`config.mk`:
```
export PLATFORM = sky130hd
export DESIGN_NAME = keyed_record_table_top_flat
export DESIGN_NICKNAME = d
export VERILOG_FILES = /design/src/hdl/krt_pkg.sv /design/src/hdl/krt_if.sv /design/src/hdl/keyed_record_table_top.sv /design/src/hdl/krt_store.sv /design/src/hdl/krt_divider.sv /design/src/hdl/krt_ctrl.sv /design/src/flat_wrapper.sv
export SDC_FILE = /design/constraint.sdc
export NUM_CORES = 2
export LEC_CHECK = 0
export ABC_AREA = 0
export BUFFER_PORTS_ARGS = -buffer_cell sky130_fd_sc_hd__buf_2
export CAP_MARGIN = 20
export CORE_AREA = 2 2 367 369
export CTS_BUF_LIST = sky130_fd_sc_hd__clkbuf_4 sky130_fd_sc_hd__clkbuf_8
export DETAILED_ROUTE_END_ITERATION = 8
export DIE_AREA = 0 0 369 371
export GPL_ROUTABILITY_DRIVEN = 0
export PLACE_DENSITY_LB_ADDON = 0.3
export REMOVE_ABC_BUFFERS = 1
export SLEW_MARGIN = 30
export SYNTH_ARGS = -nofsm -noshare
export SYNTH_HDL_FRONTEND = slang
export SYNTH_SLANG_ARGS = --single-unit
```
`constraint.sdc`:
```
create_clock -name clk -period 4.1 [get_ports clk]
set_clock_uncertainty 0.05 [all_clocks]
set_input_delay 0.615 -clock clk [delete_from_list [all_inputs] [get_ports clk]]
set_output_delay 0.615 -clock clk [all_outputs]
set_load 0.1 [all_outputs]
```
`src/hdl/krt_pkg.sv`:
```
// shared constants, codes and struct types for the keyed record table
package krt_pkg;

    localparam int CAPACITY   = 32;
    localparam int ADDR_W     = $clog2(CAPACITY);
    localparam int CNT_W      = $clog2(CAPACITY + 1);
    localparam int REQ_W      = 3;
    localparam int KEY_W      = 20;
    localparam int VAL_W      = 9;
    localparam int STATUS_W   = 3;
    localparam int ENTRY_W    = 5;
    localparam int CAP_W      = 6;
    localparam int SUM_W      = VAL_W + CNT_W;
    localparam int DIV_CNT_W  = $clog2(SUM_W + 1);
    localparam int APB_ADDR_W = 3;
    localparam int APB_DATA_W = 32;

    localparam logic [CAP_W-1:0]      CAP_RESET   = 6'd32;
    localparam logic [APB_ADDR_W-3:0] REG_CAPACITY = 1'b0;

    typedef enum logic [REQ_W-1:0] {
        REQ_INSERT    = 3'd0,
        REQ_REMOVE    = 3'd1,
        REQ_UPDATE    = 3'd2,
        REQ_LOOKUP    = 3'd3,
        REQ_LIST_ALL  = 3'd4,
        REQ_LIST_MIN  = 3'd5,
        REQ_LIST_MAX  = 3'd6,
        REQ_AVERAGE   = 3'd7
    } req_type_t;

    typedef enum logic [STATUS_W-1:0] {
        ST_OK       = 3'd0,
        ST_DUP      = 3'd1,
        ST_FULL     = 3'd2,
        ST_NOTFOUND = 3'd3,
        ST_NONE     = 3'd4
    } status_t;

    typedef struct packed {
        logic [ADDR_W-1:0] rd_addr;
        logic              we;
        logic [ADDR_W-1:0] wr_addr;
        logic [KEY_W-1:0]  wr_key;
        logic [VAL_W-1:0]  wr_val;
    } mem_req_t;

    typedef struct packed {
        logic [KEY_W-1:0] key;
        logic [VAL_W-1:0] value;
    } mem_rdata_t;

    typedef struct packed {
        logic             start;
        logic [SUM_W-1:0] dividend;
        logic [CNT_W-1:0] divisor;
    } div_req_t;

    typedef struct packed {
        logic             done;
        logic [SUM_W-1:0] quotient;
    } div_rsp_t;

endpackage

```
`src/hdl/krt_if.sv`:
```
// request and result channel interfaces
interface krt_req_if;
    logic                           valid;
    logic                           ready;
    logic [krt_pkg::REQ_W-1:0]      req_type;
    logic [krt_pkg::KEY_W-1:0]      key;
    logic [krt_pkg::VAL_W-1:0]      value;

    modport source (output valid, output req_type, output key, output value, input ready);
    modport sink (input valid, input req_type, input key, input value, output ready);
endinterface

interface krt_rsp_if;
    logic                           valid;
    logic                           ready;
    logic [krt_pkg::STATUS_W-1:0]   status;
    logic [krt_pkg::ENTRY_W-1:0]    entry_index;
    logic [krt_pkg::KEY_W-1:0]      result_key;
    logic [krt_pkg::VAL_W-1:0]      result_value;
    logic                           last;

    modport source (output valid, output status, output entry_index, output result_key,
                    output result_value, output last, input ready);
    modport sink (input valid, input status, input entry_index, input result_key,
                  input result_value, input last, output ready);
endinterface

```
`src/hdl/keyed_record_table_top.sv`:
```
// keyed record table: apb capacity register, sequencer, record memory and divider
// find-type requests scan entries until the hit; remove then shifts each later entry down;
// list and average scan all n entries, and average adds a serial divide
// one item at a time: the scan reads one memory entry per cycle through the single read port,
// unless a list hit is waiting for the output register to free
// reset clears the entry count, the sequencer and the output valid flag; capacity resets to 32
module keyed_record_table_top (
    input  logic                             clk,
    input  logic                             rst_n,
    input  logic                             psel,
    input  logic                             penable,
    input  logic                             pwrite,
    input  logic [krt_pkg::APB_ADDR_W-1:0]   paddr,
    input  logic [krt_pkg::APB_DATA_W-1:0]   pwdata,
    output logic [krt_pkg::APB_DATA_W-1:0]   prdata,
    output logic                             pready,
    krt_req_if.sink                          req,
    krt_rsp_if.source                        rsp
);

    logic [krt_pkg::CAP_W-1:0] cap_reg, cap_next;
    logic                      reg_sel;
    krt_pkg::mem_req_t         mem_req;
    krt_pkg::mem_rdata_t       mem_rdata;
    krt_pkg::div_req_t         div_req;
    krt_pkg::div_rsp_t         div_rsp;

    assign reg_sel = (paddr[krt_pkg::APB_ADDR_W-1:2] == krt_pkg::REG_CAPACITY);

    always_comb
    begin
        cap_next = cap_reg;
        if (psel && penable && pwrite && reg_sel)
        begin
            cap_next = pwdata[krt_pkg::CAP_W-1:0];
        end
    end

    always_ff @(posedge clk or negedge rst_n)
    begin
        if (!rst_n)
        begin
            cap_reg <= krt_pkg::CAP_RESET;
        end
        else
        begin
            cap_reg <= cap_next;
        end
    end

    assign pready = 1'b1;
    assign prdata = reg_sel ? krt_pkg::APB_DATA_W'(cap_reg) : '0;

    krt_ctrl u_ctrl (
        .clk       (clk),
        .rst_n     (rst_n),
        .cap       (cap_reg),
        .req       (req),
        .rsp       (rsp),
        .mem_req   (mem_req),
        .mem_rdata (mem_rdata),
        .div_req   (div_req),
        .div_rsp   (div_rsp)
    );

    krt_store u_store (
        .clk       (clk),
        .mem_req   (mem_req),
        .mem_rdata (mem_rdata)
    );

    krt_divider u_divider (
        .clk     (clk),
        .rst_n   (rst_n),
        .div_req (div_req),
        .div_rsp (div_rsp)
    );

endmodule

```
`src/hdl/krt_store.sv`:
```
// key and value record memory, one write port and one registered read port
module krt_store (
    input  logic                clk,
    input  krt_pkg::mem_req_t   mem_req,
    output krt_pkg::mem_rdata_t mem_rdata
);

    logic [krt_pkg::KEY_W-1:0] key_mem [krt_pkg::CAPACITY];
    logic [krt_pkg::VAL_W-1:0] val_mem [krt_pkg::CAPACITY];
    krt_pkg::mem_rdata_t       rdata_reg;

    always_ff @(posedge clk)
    begin
        if (mem_req.we)
        begin
            key_mem[mem_req.wr_addr] <= mem_req.wr_key;
            val_mem[mem_req.wr_addr] <= mem_req.wr_val;
        end
    end

    always_ff @(posedge clk)
    begin
        rdata_reg.key   <= key_mem[mem_req.rd_addr];
        rdata_reg.value <= val_mem[mem_req.rd_addr];
    end

    assign mem_rdata = rdata_reg;

endmodule

```
`src/hdl/krt_divider.sv`:
```
// restoring divider, one quotient bit per cycle
module krt_divider (
    input  logic              clk,
    input  logic              rst_n,
    input  krt_pkg::div_req_t div_req,
    output krt_pkg::div_rsp_t div_rsp
);

    logic [krt_pkg::CNT_W-1:0]     rem_reg, rem_next;
    logic [krt_pkg::SUM_W-1:0]     quo_reg, quo_next;
    logic [krt_pkg::CNT_W-1:0]     dsr_reg, dsr_next;
    logic [krt_pkg::DIV_CNT_W-1:0] cnt_reg, cnt_next;
    logic                          done_reg, done_next;
    logic [krt_pkg::CNT_W:0]       shifted;
    logic [krt_pkg::CNT_W:0]       diff;

    always_comb
    begin
        rem_next  = rem_reg;
        quo_next  = quo_reg;
        dsr_next  = dsr_reg;
        cnt_next  = cnt_reg;
        done_next = 1'b0;
        shifted   = {rem_reg, quo_reg[krt_pkg::SUM_W-1]};
        diff      = shifted - {1'b0, dsr_reg};
        if (div_req.start)
        begin
            rem_next = '0;
            quo_next = div_req.dividend;
            dsr_next = div_req.divisor;
            cnt_next = krt_pkg::DIV_CNT_W'(krt_pkg::SUM_W);
        end
        else if (cnt_reg != '0)
        begin
            if (!diff[krt_pkg::CNT_W])
            begin
                rem_next = diff[krt_pkg::CNT_W-1:0];
                quo_next = {quo_reg[krt_pkg::SUM_W-2:0], 1'b1};
            end
            else
            begin
                rem_next = shifted[krt_pkg::CNT_W-1:0];
                quo_next = {quo_reg[krt_pkg::SUM_W-2:0], 1'b0};
            end
            cnt_next = cnt_reg - krt_pkg::DIV_CNT_W'(1);
            // final bit lands this cycle
            done_next = (cnt_reg == krt_pkg::DIV_CNT_W'(1));
        end
    end

    always_ff @(posedge clk or negedge rst_n)
    begin
        if (!rst_n)
        begin
            cnt_reg  <= '0;
            done_reg <= 1'b0;
        end
        else
        begin
            cnt_reg  <= cnt_next;
            done_reg <= done_next;
        end
    end

    always_ff @(posedge clk)
    begin
        rem_reg <= rem_next;
        quo_reg <= quo_next;
        dsr_reg <= dsr_next;
    end

    assign div_rsp.done     = done_reg;
    assign div_rsp.quotient = quo_reg;

endmodule

```
`src/hdl/krt_ctrl.sv`:
```
// request sequencer: linear scan, shift-down on remove, sum and result staging
module krt_ctrl (
    input  logic                         clk,
    input  logic                         rst_n,
    input  logic [krt_pkg::CAP_W-1:0]    cap,
    krt_req_if.sink                      req,
    krt_rsp_if.source                    rsp,
    output krt_pkg::mem_req_t            mem_req,
    input  krt_pkg::mem_rdata_t          mem_rdata,
    output krt_pkg::div_req_t            div_req,
    input  krt_pkg::div_rsp_t            div_rsp
);

    typedef enum logic [5:0] {
        S_IDLE   = 6'b000001,
        S_FETCH  = 6'b000010,
        S_TEST   = 6'b000100,
        S_SHIFT  = 6'b001000,
        S_DIVIDE = 6'b010000,
        S_REPLY  = 6'b100000
    } state_t;

    state_t                          state_reg, state_next;
    krt_pkg::req_type_t              op_reg, op_next;
    logic [krt_pkg::KEY_W-1:0]       key_reg, key_next;
    logic [krt_pkg::VAL_W-1:0]       val_reg, val_next;
    logic [krt_pkg::CNT_W-1:0]       idx_reg, idx_next;
    logic [krt_pkg::CNT_W-1:0]       count_reg, count_next;
    logic [krt_pkg::SUM_W-1:0]       sum_reg, sum_next;
    logic                            held_reg, held_next;
    krt_pkg::status_t                st_status_reg, st_status_next;
    logic [krt_pkg::ENTRY_W-1:0]     st_idx_reg, st_idx_next;
    logic [krt_pkg::KEY_W-1:0]       st_key_reg, st_key_next;
    logic [krt_pkg::VAL_W-1:0]       st_val_reg, st_val_next;
    logic                            out_valid_reg, out_valid_next;
    krt_pkg::status_t                out_status_reg, out_status_next;
    logic [krt_pkg::ENTRY_W-1:0]     out_idx_reg, out_idx_next;
    logic [krt_pkg::KEY_W-1:0]       out_key_reg, out_key_next;
    logic [krt_pkg::VAL_W-1:0]       out_val_reg, out_val_next;
    logic                            out_last_reg, out_last_next;

    logic                            out_free;
    logic                            emit;
    logic                            emit_last;
    logic [krt_pkg::CNT_W-1:0]       idx_inc;
    logic [krt_pkg::CNT_W-1:0]       idx_inc2;
    logic                            scan_end;
    logic                            key_hit;
    logic                            list_hit;
    logic                            is_list;
    logic                            table_full;
    krt_pkg::req_type_t              in_op;

    assign out_free = !out_valid_reg || rsp.ready;
    assign idx_inc  = idx_reg + krt_pkg::CNT_W'(1);
    assign idx_inc2 = idx_reg + krt_pkg::CNT_W'(2);
    assign scan_end = (idx_reg == count_reg);
    assign key_hit  = (mem_rdata.key == key_reg);
    assign is_list  = (op_reg == krt_pkg::REQ_LIST_ALL) || (op_reg == krt_pkg::REQ_LIST_MIN)
                      || (op_reg == krt_pkg::REQ_LIST_MAX);
    assign list_hit = (op_reg == krt_pkg::REQ_LIST_ALL)
                      || ((op_reg == krt_pkg::REQ_LIST_MIN) && (mem_rdata.value >= val_reg))
                      || ((op_reg == krt_pkg::REQ_LIST_MAX) && (mem_rdata.value <= val_reg));
    // effective capacity saturates at the table depth
    assign table_full = (int'(count_reg) >= int'(cap)) || (int'(count_reg) >= krt_pkg::CAPACITY);
    assign in_op      = krt_pkg::req_type_t'(req.req_type);

    always_comb
    begin
        state_next      = state_reg;
        op_next         = op_reg;
        key_next        = key_reg;
        val_next        = val_reg;
        idx_next        = idx_reg;
        count_next      = count_reg;
        sum_next        = sum_reg;
        held_next       = held_reg;
        st_status_next  = st_status_reg;
        st_idx_next     = st_idx_reg;
        st_key_next     = st_key_reg;
        st_val_next     = st_val_reg;
        emit            = 1'b0;
        emit_last       = 1'b0;
        mem_req.rd_addr = idx_reg[krt_pkg::ADDR_W-1:0];
        mem_req.we      = 1'b0;
        mem_req.wr_addr = idx_reg[krt_pkg::ADDR_W-1:0];
        mem_req.wr_key  = key_reg;
        mem_req.wr_val  = val_reg;
        div_req.start    = 1'b0;
        div_req.dividend = sum_reg;
        div_req.divisor  = count_reg;

        case (state_reg)
            S_IDLE:
            begin
                if (req.valid)
                begin
                    op_next   = in_op;
                    key_next  = req.key;
                    val_next  = req.value;
                    idx_next  = '0;
                    sum_next  = '0;
                    held_next = 1'b0;
                    if ((in_op == krt_pkg::REQ_INSERT) && table_full)
                    begin
                        st_status_next = krt_pkg::ST_FULL;
                        st_idx_next    = '0;
                        st_key_next    = '0;
                        st_val_next    = '0;
                        state_next     = S_REPLY;
                    end
                    else
                    begin
                        state_next = S_FETCH;
                    end
                end
            end

            S_FETCH:
            begin
                state_next = S_TEST;
            end

            S_TEST:
            begin
                mem_req.rd_addr = idx_inc[krt_pkg::ADDR_W-1:0];
                if (op_reg == krt_pkg::REQ_AVERAGE)
                begin
                    if (scan_end)
                    begin
                        if (count_reg == '0)
                        begin
                            st_status_next = krt_pkg::ST_NONE;
                            st_idx_next    = '0;
                            st_key_next    = '0;
                            st_val_next    = '0;
                            state_next     = S_REPLY;
                        end
                        else
                        begin
                            div_req.start = 1'b1;
                            state_next    = S_DIVIDE;
                        end
                    end
                    else
                    begin
                        sum_next = sum_reg + krt_pkg::SUM_W'(mem_rdata.value);
                        idx_next = idx_inc;
                    end
                end
                else if (is_list)
                begin
                    if (scan_end)
                    begin
                        if (!held_reg)
                        begin
                            st_status_next = krt_pkg::ST_NONE;
                            st_idx_next    = '0;
                            st_key_next    = '0;
                            st_val_next    = '0;
                        end
                        state_next = S_REPLY;
                    end
                    else if (list_hit && held_reg && !out_free)
                    begin
                        // hold the read on this entry until the output frees
                        mem_req.rd_addr = idx_reg[krt_pkg::ADDR_W-1:0];
                    end
                    else
                    begin
                        if (list_hit)
                        begin
                            // a newer hit proves the staged one is not the last
                            emit           = held_reg;
                            held_next      = 1'b1;
                            st_status_next = krt_pkg::ST_OK;
                            st_idx_next    = krt_pkg::ENTRY_W'(idx_reg);
                            st_key_next    = mem_rdata.key;
                            st_val_next    = mem_rdata.value;
                        end
                        idx_next = idx_inc;
                    end
                end
                else
                begin
                    if (scan_end)
                    begin
                        if (op_reg == krt_pkg::REQ_INSERT)
                        begin
                            mem_req.we      = 1'b1;
                            mem_req.wr_addr = count_reg[krt_pkg::ADDR_W-1:0];
                            count_next      = count_reg + krt_pkg::CNT_W'(1);
                            st_status_next  = krt_pkg::ST_OK;
                            st_idx_next     = krt_pkg::ENTRY_W'(count_reg);
                            st_key_next     = key_reg;
                            st_val_next     = val_reg;
                        end
                        else
                        begin
                            st_status_next = krt_pkg::ST_NOTFOUND;
                            st_idx_next    = '0;
                            st_key_next    = '0;
                            st_val_next    = '0;
                        end
                        state_next = S_REPLY;
                    end
                    else if (key_hit)
                    begin
                        st_status_next = krt_pkg::ST_OK;
                        st_idx_next    = krt_pkg::ENTRY_W'(idx_reg);
                        st_key_next    = key_reg;
                        st_val_next    = mem_rdata.value;
                        state_next     = S_REPLY;
                        case (op_reg)
                            krt_pkg::REQ_INSERT:
                            begin
                                st_status_next = krt_pkg::ST_DUP;
                                st_idx_next    = '0;
                                st_key_next    = '0;
                                st_val_next    = '0;
                            end
                            krt_pkg::REQ_UPDATE:
                            begin
                                mem_req.we  = 1'b1;
                                st_val_next = val_reg;
                            end
                            krt_pkg::REQ_REMOVE:
                            begin
                                state_next = S_SHIFT;
                            end
                            default:
                            begin
                            end
                        endcase
                    end
                    else
                    begin
                        idx_next = idx_inc;
                    end
                end
            end

            S_SHIFT:
            begin
                // read data holds the entry one above the write slot
                mem_req.rd_addr = idx_inc2[krt_pkg::ADDR_W-1:0];
                if (idx_inc < count_reg)
                begin
                    mem_req.we     = 1'b1;
                    mem_req.wr_key = mem_rdata.key;
                    mem_req.wr_val = mem_rdata.value;
                    idx_next       = idx_inc;
                end
                else
                begin
                    count_next = count_reg - krt_pkg::CNT_W'(1);
                    state_next = S_REPLY;
                end
            end

            S_DIVIDE:
            begin
                if (div_rsp.done)
                begin
                    st_status_next = krt_pkg::ST_OK;
                    st_idx_next    = '0;
                    st_key_next    = '0;
                    st_val_next    = div_rsp.quotient[krt_pkg::VAL_W-1:0];
                    state_next     = S_REPLY;
                end
            end

            S_REPLY:
            begin
                if (out_free)
                begin
                    emit       = 1'b1;
                    emit_last  = 1'b1;
                    state_next = S_IDLE;
                end
            end

            default:
            begin
                state_next = S_IDLE;
            end
        endcase
    end

    always_comb
    begin
        out_valid_next  = out_valid_reg;
        out_status_next = out_status_reg;
        out_idx_next    = out_idx_reg;
        out_key_next    = out_key_reg;
        out_val_next    = out_val_reg;
        out_last_next   = out_last_reg;
        if (emit)
        begin
            out_valid_next  = 1'b1;
            out_status_next = st_status_reg;
            out_idx_next    = st_idx_reg;
            out_key_next    = st_key_reg;
            out_val_next    = st_val_reg;
            out_last_next   = emit_last;
        end
        else if (rsp.ready)
        begin
            out_valid_next = 1'b0;
        end
    end

    always_ff @(posedge clk or negedge rst_n)
    begin
        if (!rst_n)
        begin
            state_reg     <= S_IDLE;
            count_reg     <= '0;
            held_reg      <= 1'b0;
            out_valid_reg <= 1'b0;
        end
        else
        begin
            state_reg     <= state_next;
            count_reg     <= count_next;
            held_reg      <= held_next;
            out_valid_reg <= out_valid_next;
        end
    end

    always_ff @(posedge clk)
    begin
        op_reg         <= op_next;
        key_reg        <= key_next;
        val_reg        <= val_next;
        idx_reg        <= idx_next;
        sum_reg        <= sum_next;
        st_status_reg  <= st_status_next;
        st_idx_reg     <= st_idx_next;
        st_key_reg     <= st_key_next;
        st_val_reg     <= st_val_next;
        out_status_reg <= out_status_next;
        out_idx_reg    <= out_idx_next;
        out_key_reg    <= out_key_next;
        out_val_reg    <= out_val_next;
        out_last_reg   <= out_last_next;
    end

    assign req.ready        = (state_reg == S_IDLE);
    assign rsp.valid        = out_valid_reg;
    assign rsp.status       = out_status_reg;
    assign rsp.entry_index  = out_idx_reg;
    assign rsp.result_key   = out_key_reg;
    assign rsp.result_value = out_val_reg;
    assign rsp.last         = out_last_reg;

endmodule

```
`src/flat_wrapper.sv`:
```
// flat-port wrapper written by rule: the top's interface ports become plain ports
module keyed_record_table_top_flat 
  (clk, rst_n, psel, penable, pwrite, paddr, pwdata, prdata, pready, req_valid, req_req_type, req_key, req_value, req_ready, rsp_valid, rsp_status, rsp_entry_index, rsp_result_key, rsp_result_value, rsp_last, rsp_ready);
  krt_req_if req_i ();
  krt_rsp_if rsp_i ();
  input  logic clk;
  input  logic rst_n;
  input  logic psel;
  input  logic penable;
  input  logic pwrite;
  input  logic [krt_pkg::APB_ADDR_W-1:0] paddr;
  input  logic [krt_pkg::APB_DATA_W-1:0] pwdata;
  output logic [krt_pkg::APB_DATA_W-1:0] prdata;
  output logic pready;
  input wire logic [$bits(req_i.valid)-1:0] req_valid;
  input wire logic [$bits(req_i.req_type)-1:0] req_req_type;
  input wire logic [$bits(req_i.key)-1:0] req_key;
  input wire logic [$bits(req_i.value)-1:0] req_value;
  output wire logic [$bits(req_i.ready)-1:0] req_ready;
  output wire logic [$bits(rsp_i.valid)-1:0] rsp_valid;
  output wire logic [$bits(rsp_i.status)-1:0] rsp_status;
  output wire logic [$bits(rsp_i.entry_index)-1:0] rsp_entry_index;
  output wire logic [$bits(rsp_i.result_key)-1:0] rsp_result_key;
  output wire logic [$bits(rsp_i.result_value)-1:0] rsp_result_value;
  output wire logic [$bits(rsp_i.last)-1:0] rsp_last;
  input wire logic [$bits(rsp_i.ready)-1:0] rsp_ready;
  assign req_i.valid = req_valid;
  assign req_i.req_type = req_req_type;
  assign req_i.key = req_key;
  assign req_i.value = req_value;
  assign req_ready = req_i.ready;
  assign rsp_valid = rsp_i.valid;
  assign rsp_status = rsp_i.status;
  assign rsp_entry_index = rsp_i.entry_index;
  assign rsp_result_key = rsp_i.result_key;
  assign rsp_result_value = rsp_i.result_value;
  assign rsp_last = rsp_i.last;
  assign rsp_i.ready = rsp_ready;
  keyed_record_table_top u_core (.clk(clk), .rst_n(rst_n), .psel(psel), .penable(penable), .pwrite(pwrite), .paddr(paddr), .pwdata(pwdata), .prdata(prdata), .pready(pready), .req(req_i), .rsp(rsp_i));
endmodule
```
* After elaboration in Yosys (flattened, before gate mapping)
Memory sizes are Yosys's and may differ from the RTL's. A register that Yosys moved wholly into a read port is not among the register bits.
Index checks and enable logic that the tools add are counted.
** Storage, ports and cells
- Logic and storage cells :: 256
- Input bits :: 74
- Flip-flop bits (word level) :: 180
- Memories :: 2
- Bits in writable memories :: 928
- Output and inout port bits :: 73
** Memories
- u_core.u_store.key_mem :: depth 32, bits a word 20, read ports 1, clocked after memory_dff 1, wr ports 1, line krt_store.sv:8 : logic [krt_pkg::KEY_W-1:0] key_mem [krt_pkg::CAPACITY];
- u_core.u_store.val_mem :: depth 32, bits a word 9, read ports 1, clocked after memory_dff 1, wr ports 1, line krt_store.sv:9 : logic [krt_pkg::VAL_W-1:0] val_mem [krt_pkg::CAPACITY];
** Operators by class
- $lt $le $gt $ge :: 5
- Multiplexer cells :: 144
- Add/sub/neg operators :: 7
- Bitwise logic cells :: 1
- Reductions and logical operators :: 33
- Equal/unequal tests :: 40
** Operator list (number)
- $mux W20 :: 15
- $mux W6 :: 31
- $mux W9 :: 14
- $mux W5 :: 20
- $mux W15 :: 5
- $pmux W20 S3 :: 1
- $mux W29 :: 2
- $mux W3 :: 13
- $pmux W6 S6 :: 1
- $pmux W15 S2 :: 1
- $mux W1 :: 28
- $ne A2 B2 Y1 const B :: 14
- $pmux W9 S3 :: 1
- $pmux W6 S2 :: 2
- $eq A20 B20 Y1 :: 1
- $ne A4 B4 Y1 const B :: 5
- $pmux W6 S3 :: 1
- $pmux W9 S2 :: 1
- $add A15 B9 Y15 :: 1
- $pmux W5 S3 :: 1
- $reduce_and A7 Y1 :: 2
- $add A6 B1 Y6 const B :: 2
- $eq A3 B3 Y1 const B :: 4
- $ne A3 B3 Y1 const B :: 4
- other kinds (39) :: 60

* Longest topological paths before layout
- Depth after elaboration :: 13
- Depth in mapped cells :: 16
- Depth with buffers taken out :: 13

* Modules after synthesis
Synthesis repeated with hierarchy kept, for this count alone.
** Unflattened totals
- Cell total of the unflattened synthesis :: 2888
- Area, all modules :: 46667.3 um^2
** Modules (own cells, without submodules)
- krt_store :: sequential area each 28447.3 um^2, area each 36866.6 um^2, cells an instance 2055, instances 1
- krt_ctrl :: sequential area each 4195.3 um^2, area each 7652.3 um^2, cells an instance 649, instances 1
- krt_divider :: sequential area each 875.8 um^2, area each 1642.8 um^2, cells an instance 136, instances 1
- keyed_record_table_top :: sequential area each 151.4 um^2, area each 505.5 um^2, cells an instance 48, instances 1

* Worst setup path after synthesis
Ideal clock, no wire load.
- Path kind :: reg-to-reg
- Start point :: register u_core.u_ctrl.state_reg[4]
- End point :: register u_core.u_ctrl.st_idx_reg[0] (netlist name) (enable)
- Data required time :: 3653 ps
- Slack :: -1852 ps
- Arrival :: 5505 ps
- Path buffers :: 0
- Setup time :: 397 ps
- Period minus slack after synthesis :: 5952 ps
- Cell stages (with the launch flop) :: 5
- Cell sequence :: dfrtp_1 -> nor3_2 -> nor4b_1 -> o31a_1 -> o2111a_1
** On the way
- Word-level cells in the longest chain between the ends :: 3
- Elaborated cells on any way between the ends :: 14
- Those cells by class :: eq/ne: 12; reduce/logical: 2
** RTL lines
- start: declaration :: line krt_ctrl.sv:23 : state_t state_reg, state_next;
- start signal: assignment :: line krt_ctrl.sv:324 : state_reg <= state_next;
- $eq A6 B1 Y1 (*)
- net req_ready :: line flat_wrapper.sv:19 : output wire logic [$bits(req_i.ready)-1:0] req_ready;
- $ne A2 B1 Y1 (no source line) (tied with other cells)
- $reduce_and A10 Y1 (no source line) (*)
- end signal: assignment :: line krt_ctrl.sv:339 : st_idx_reg <= st_idx_next;
- end: declaration :: line krt_ctrl.sv:32 : logic [krt_pkg::ENTRY_W-1:0] st_idx_reg, st_idx_next;
Mark *: on every way through the listed nets, which the timed path passes. The rest lies on a longest branch.
A chain may end at the register's enable or synchronous reset.

* Final worst setup path
- Start point :: register u_core.u_ctrl.val_reg[6] (netlist name)
- End point :: register u_core.u_store.mem_rdata[6] (netlist name)
** On the way
- Word-level cells in the longest chain between the ends :: 11
- Elaborated cells on any way between the ends :: 13
- Those cells by class :: order compare: 2; mux: 5; reduce/logical: 6
** RTL lines
- start: declaration :: line krt_ctrl.sv:26 : logic [krt_pkg::VAL_W-1:0] val_reg, val_next;
- start signal: assignment :: line krt_ctrl.sv:335 : val_reg <= val_next;
- $ge A9 B9 Y1 :: line krt_ctrl.sv:62 : || ((op_reg == krt_pkg::REQ_LIST_MIN) && (mem_rdata.value >= val_reg))
- $logic_and A1 B1 Y1 :: line krt_ctrl.sv:62
- $logic_or A1 B1 Y1 :: line krt_ctrl.sv:62
- $logic_or A1 B1 Y1 (*) :: line krt_ctrl.sv:63 : || ((op_reg == krt_pkg::REQ_LIST_MAX) && (mem_rdata.value <= val_reg));
- $logic_and A1 B1 Y1 (*) (2 in series) :: line krt_ctrl.sv:164 : else if (list_hit && held_reg && !out_free)
- $mux W5 (*) :: line krt_ctrl.sv:164
- $mux W5 (*) :: line krt_ctrl.sv:153 : if (scan_end)
- $mux W5 (*) :: line krt_ctrl.sv:151 : else if (is_list)
- $mux W11 (*) :: line krt_ctrl.sv:127 : if (op_reg == krt_pkg::REQ_AVERAGE)
- $pmux W6 S2 (*) :: line krt_ctrl.sv:93 : case (state_reg)
Every way passes the cells marked *; elsewhere a longest branch is shown, timed or not.

==> flow_summary.ini <==
[sta]
worst_slew_pin_slew_ps = 808.6
clock.fmax_mhz = 252.1
rsz0062_at_grt = no
maxSlewViolCount = 0
min_period_over_period_pct = 96.76
fin_tns_setup_ps = 0
setup_violations = 0
worst_slack_ps = 132.8
finalCriticalPeriod_ps = 3967
hold_slack_ps = 180.2
slew-limit-headroom_pct = 46.09
finalHoldViolCount = 0

[routing]
drt_iter0_drc = 3013
wl_um = 135800
drc = 0
vias = 29250
dr.pass1.iters = 5
post_drt_wl_per_cell_um = 24.42
vias_per_cell = 5.261
ant_nets = 0

[floorplan]
die_area_mm2 = 0.1369
start_util_pct = 34.74
design.core.area_mm2 = 0.1328
fp-row-count = 134
pin_count = 147
die_h_um = 371
dieWidth_um = 369

[cells_and_area]
fin_nets = 3756
area_growth_pct = 20.19
post-route-util_pct = 41.75
final-seq-area_mm2 = 0.03367
reg_top3 = u_core.u_store.key_mem (640), u_core.u_store.val_mem (288), u_core.u_store.mem_rdata (29)
largest_register = u_core.u_store.key_mem
largest_register_ffs = 640
fillers = 12230
drive_gt1_share_pct = 19.79
multiInputGateArea_mm2 = 0.01173

[power_and_ir_drop]
p_leak_nw = 19.19
power.total_mw = 40.18
power_density_mw_per_mm2 = 724.8
ir_worst_vdd_mv = 0.7091

[placement]
numPortBuffers = 91
post-dp-hpwl_um = 80490
pre_cts_slack_ps = 94.36

[yosys]
synth_area_mm2 = 0.04613
yosysWarnings = 0
ys_seq_elements = 1137
postSynth.asyncResetShare_pct = 2.199
synth-edff-count = 1077
synth.most_common_cell = edfxtp_1
ys_top_cells_by_area = edfxtp_1 70%, nand2_1 5.5%, mux2i_1 2.4%, a31oi_1 2.0%, dfxtp_1 1.5%
avgSynthCellArea_um2 = 14.09
synth_cell_types = 82
netlist_instances = 3273
seq_area_frac_synth_pct = 73.00
synth_common_cells = 1077 x edfxtp_1, 675 x nand2_1, 149 x a31oi_1
ys.flop_type = edfxtp_1
synth_top_area_share_pct = 70.12
yosys.area.top_type = edfxtp_1

[worst_hold_path]
min-delay-path-class = input pin to register

[flow_run]
maxCapViolCount = 0

[run_status]
status = completed

[grt]
grt_use_total_pct = 19.65
first_global_vias = 28760
grt_pass1_wl_um = 196100
grt-ovfl-total = 0
grt_max_degree = 78
antenna_found_initial = 3

[worst_setup_path]
start_kind = register
required_ps = 4790
arrival_ps = 4660
critPathMaxFanout = 23
critical_path_class = register to register
cp-end-kind = register

[clock_network]
cts_inserted_buffers = 185
clock_sinks = 1137
insertion_delay_ps = 900
cts.path.max_buffers = 3
cts_tree = yes
cts_root_buffer = clkbuf_8
path_clk_slew_ps = 60
h-tree-depth = 4
## worst max-delay path: stages (launching register included)
cell and delay [ps]:
edfxtp_1 400, inv_1 110, ha_1 260, a21oi_1 310
nor2_1 150, o41ai_4 430, a31oi_4 190, or3_1 380
a31oi_4 340, buf_4 440, a221oi_1 160, nand3_1 140
nand3_1 170, a32oi_1 310
## routing by layer
metal / vias up / track usage [%] / share of wire (%)
met5: - / 0 / 0.0074
met4: 2 / 6.028 / 2.4
met3: 205 / 4.523 / 8.0
met2: 1180 / 31.61 / 47
met1: 14740 / 26.39 / 43
li1: 13120 / - / -
## path summary, 6_finish.rpt
path | end | slack (ps) | depth (start not counted) | startpoint
max | u_core.u_store.mem_rdata[6] | 130 | 13 | u_core.u_ctrl.val_reg[6]
min | u_core.u_ctrl.state_reg[5] | 180 | 5 | rsp_ready
max reg2reg | u_core.u_store.mem_rdata[6] | 130 | 13 | u_core.u_ctrl.val_reg[6]
min reg2reg | u_core.u_ctrl.rsp.entry_index[0] | 370 | 0 | u_core.u_ctrl.st_idx_reg[0]
max in group asynchronous | u_core.u_ctrl.count_reg[4] | 3270 | 2 | rst_n
min in group asynchronous | u_core.u_ctrl.state_reg[3] | 290 | 2 | rst_n
## where the power goes
group | total (mW) | switching [mW] | internal (mW) | leakage (nW)
Sequential | 14.8 | 0.611 | 14.2 | 10.4
Clock | 10.2 | 4.61 | 5.61 | 2.04
Combinational | 15.2 | 9.77 | 5.42 | 6.78
## cells in the final DEF (no fill, tap or decap), types with 8 or more instances in the layout
| master | instances |
|---|---|
| buf_2 | 91 |
| edfxtp_1 | 1077 |
| buf_12 | 90 |
| buf_4 | 149 |
| clkbuf_4 | 73 |
| clkbuf_8 | 202 |
| ha_1 | 45 |
| o32a_1 | 27 |
| clkinv_1 | 39 |
| dlygate4sd3_1 | 39 |
| a22oi_1 | 70 |
| o21ai_2 | 9 |
| a32o_1 | 28 |
| nor2b_1 | 14 |
| mux2i_1 | 112 |
| xnor2_1 | 32 |
| nand2b_1 | 10 |
| o31ai_1 | 27 |
| a221oi_1 | 55 |
| mux2_2 | 27 |
| a21oi_1 | 109 |
| conb_1 | 27 |
| nand4_1 | 11 |
| a21o_1 | 9 |
| nor2_4 | 38 |
| dfxtp_1 | 35 |
| dfrtp_1 | 23 |
| clkinv_2 | 10 |
| nand2_1 | 675 |
| nand3_1 | 116 |
| nor3_1 | 13 |
| xor2_1 | 17 |
| a31oi_1 | 148 |
| inv_1 | 47 |
| a22o_1 | 27 |
| o21ai_0 | 55 |
| a21boi_0 | 8 |
| nor2_1 | 72 |
## timing repair
| action | CTS | global route |
|---|---|---|
| buffers inserted | 0 | 2 |
| endpoints found under the hold margin | 61 | 0 |
| setup endpoints to repair | 0 | 24 |
| resized for setup | 0 | 6 |
| hold buffers | 39 | 0 |
## cell type report
type / count / share of cell area [%]
diodes: 2 / 0.009028
clock buffers: 275 / 6.003
clock inverters: 67 / 0.9637
inverters: 49 / 0.3318
multi-input cells: 1891 / 21.15
flip-flops and latches: 1137 / 60.73
well taps: 1768 / 3.990
repair buffers: 370 / 6.814
## cell families after synthesis
kind of cell / after synthesis / share of synthesized area, %
flip-flops: 1137 / 73.00
AND/OR/NAND/NOR: 997 / 9.076
AO/OA/AOI/OAI: 624 / 9.532
buffers and inverters: 270 / 2.770
multiplexers: 142 / 3.236
XOR/XNOR: 53 / 1.023
adder cells (fa/ha/maj): 48 / 1.351
other: 2 / 0.01628
## metrics by stage
step | instances | cell area (um2)
5_1_grt | 5558 | 55440
3_5_place_dp | 5174 | 51130
3_3_place_gp | 5174 | 51130
2_1_floorplan | 3077 | 45130
4_1_cts | 5555 | 55380
6_report | 5559 | 55440
Power figures use the tool's default switching activity.
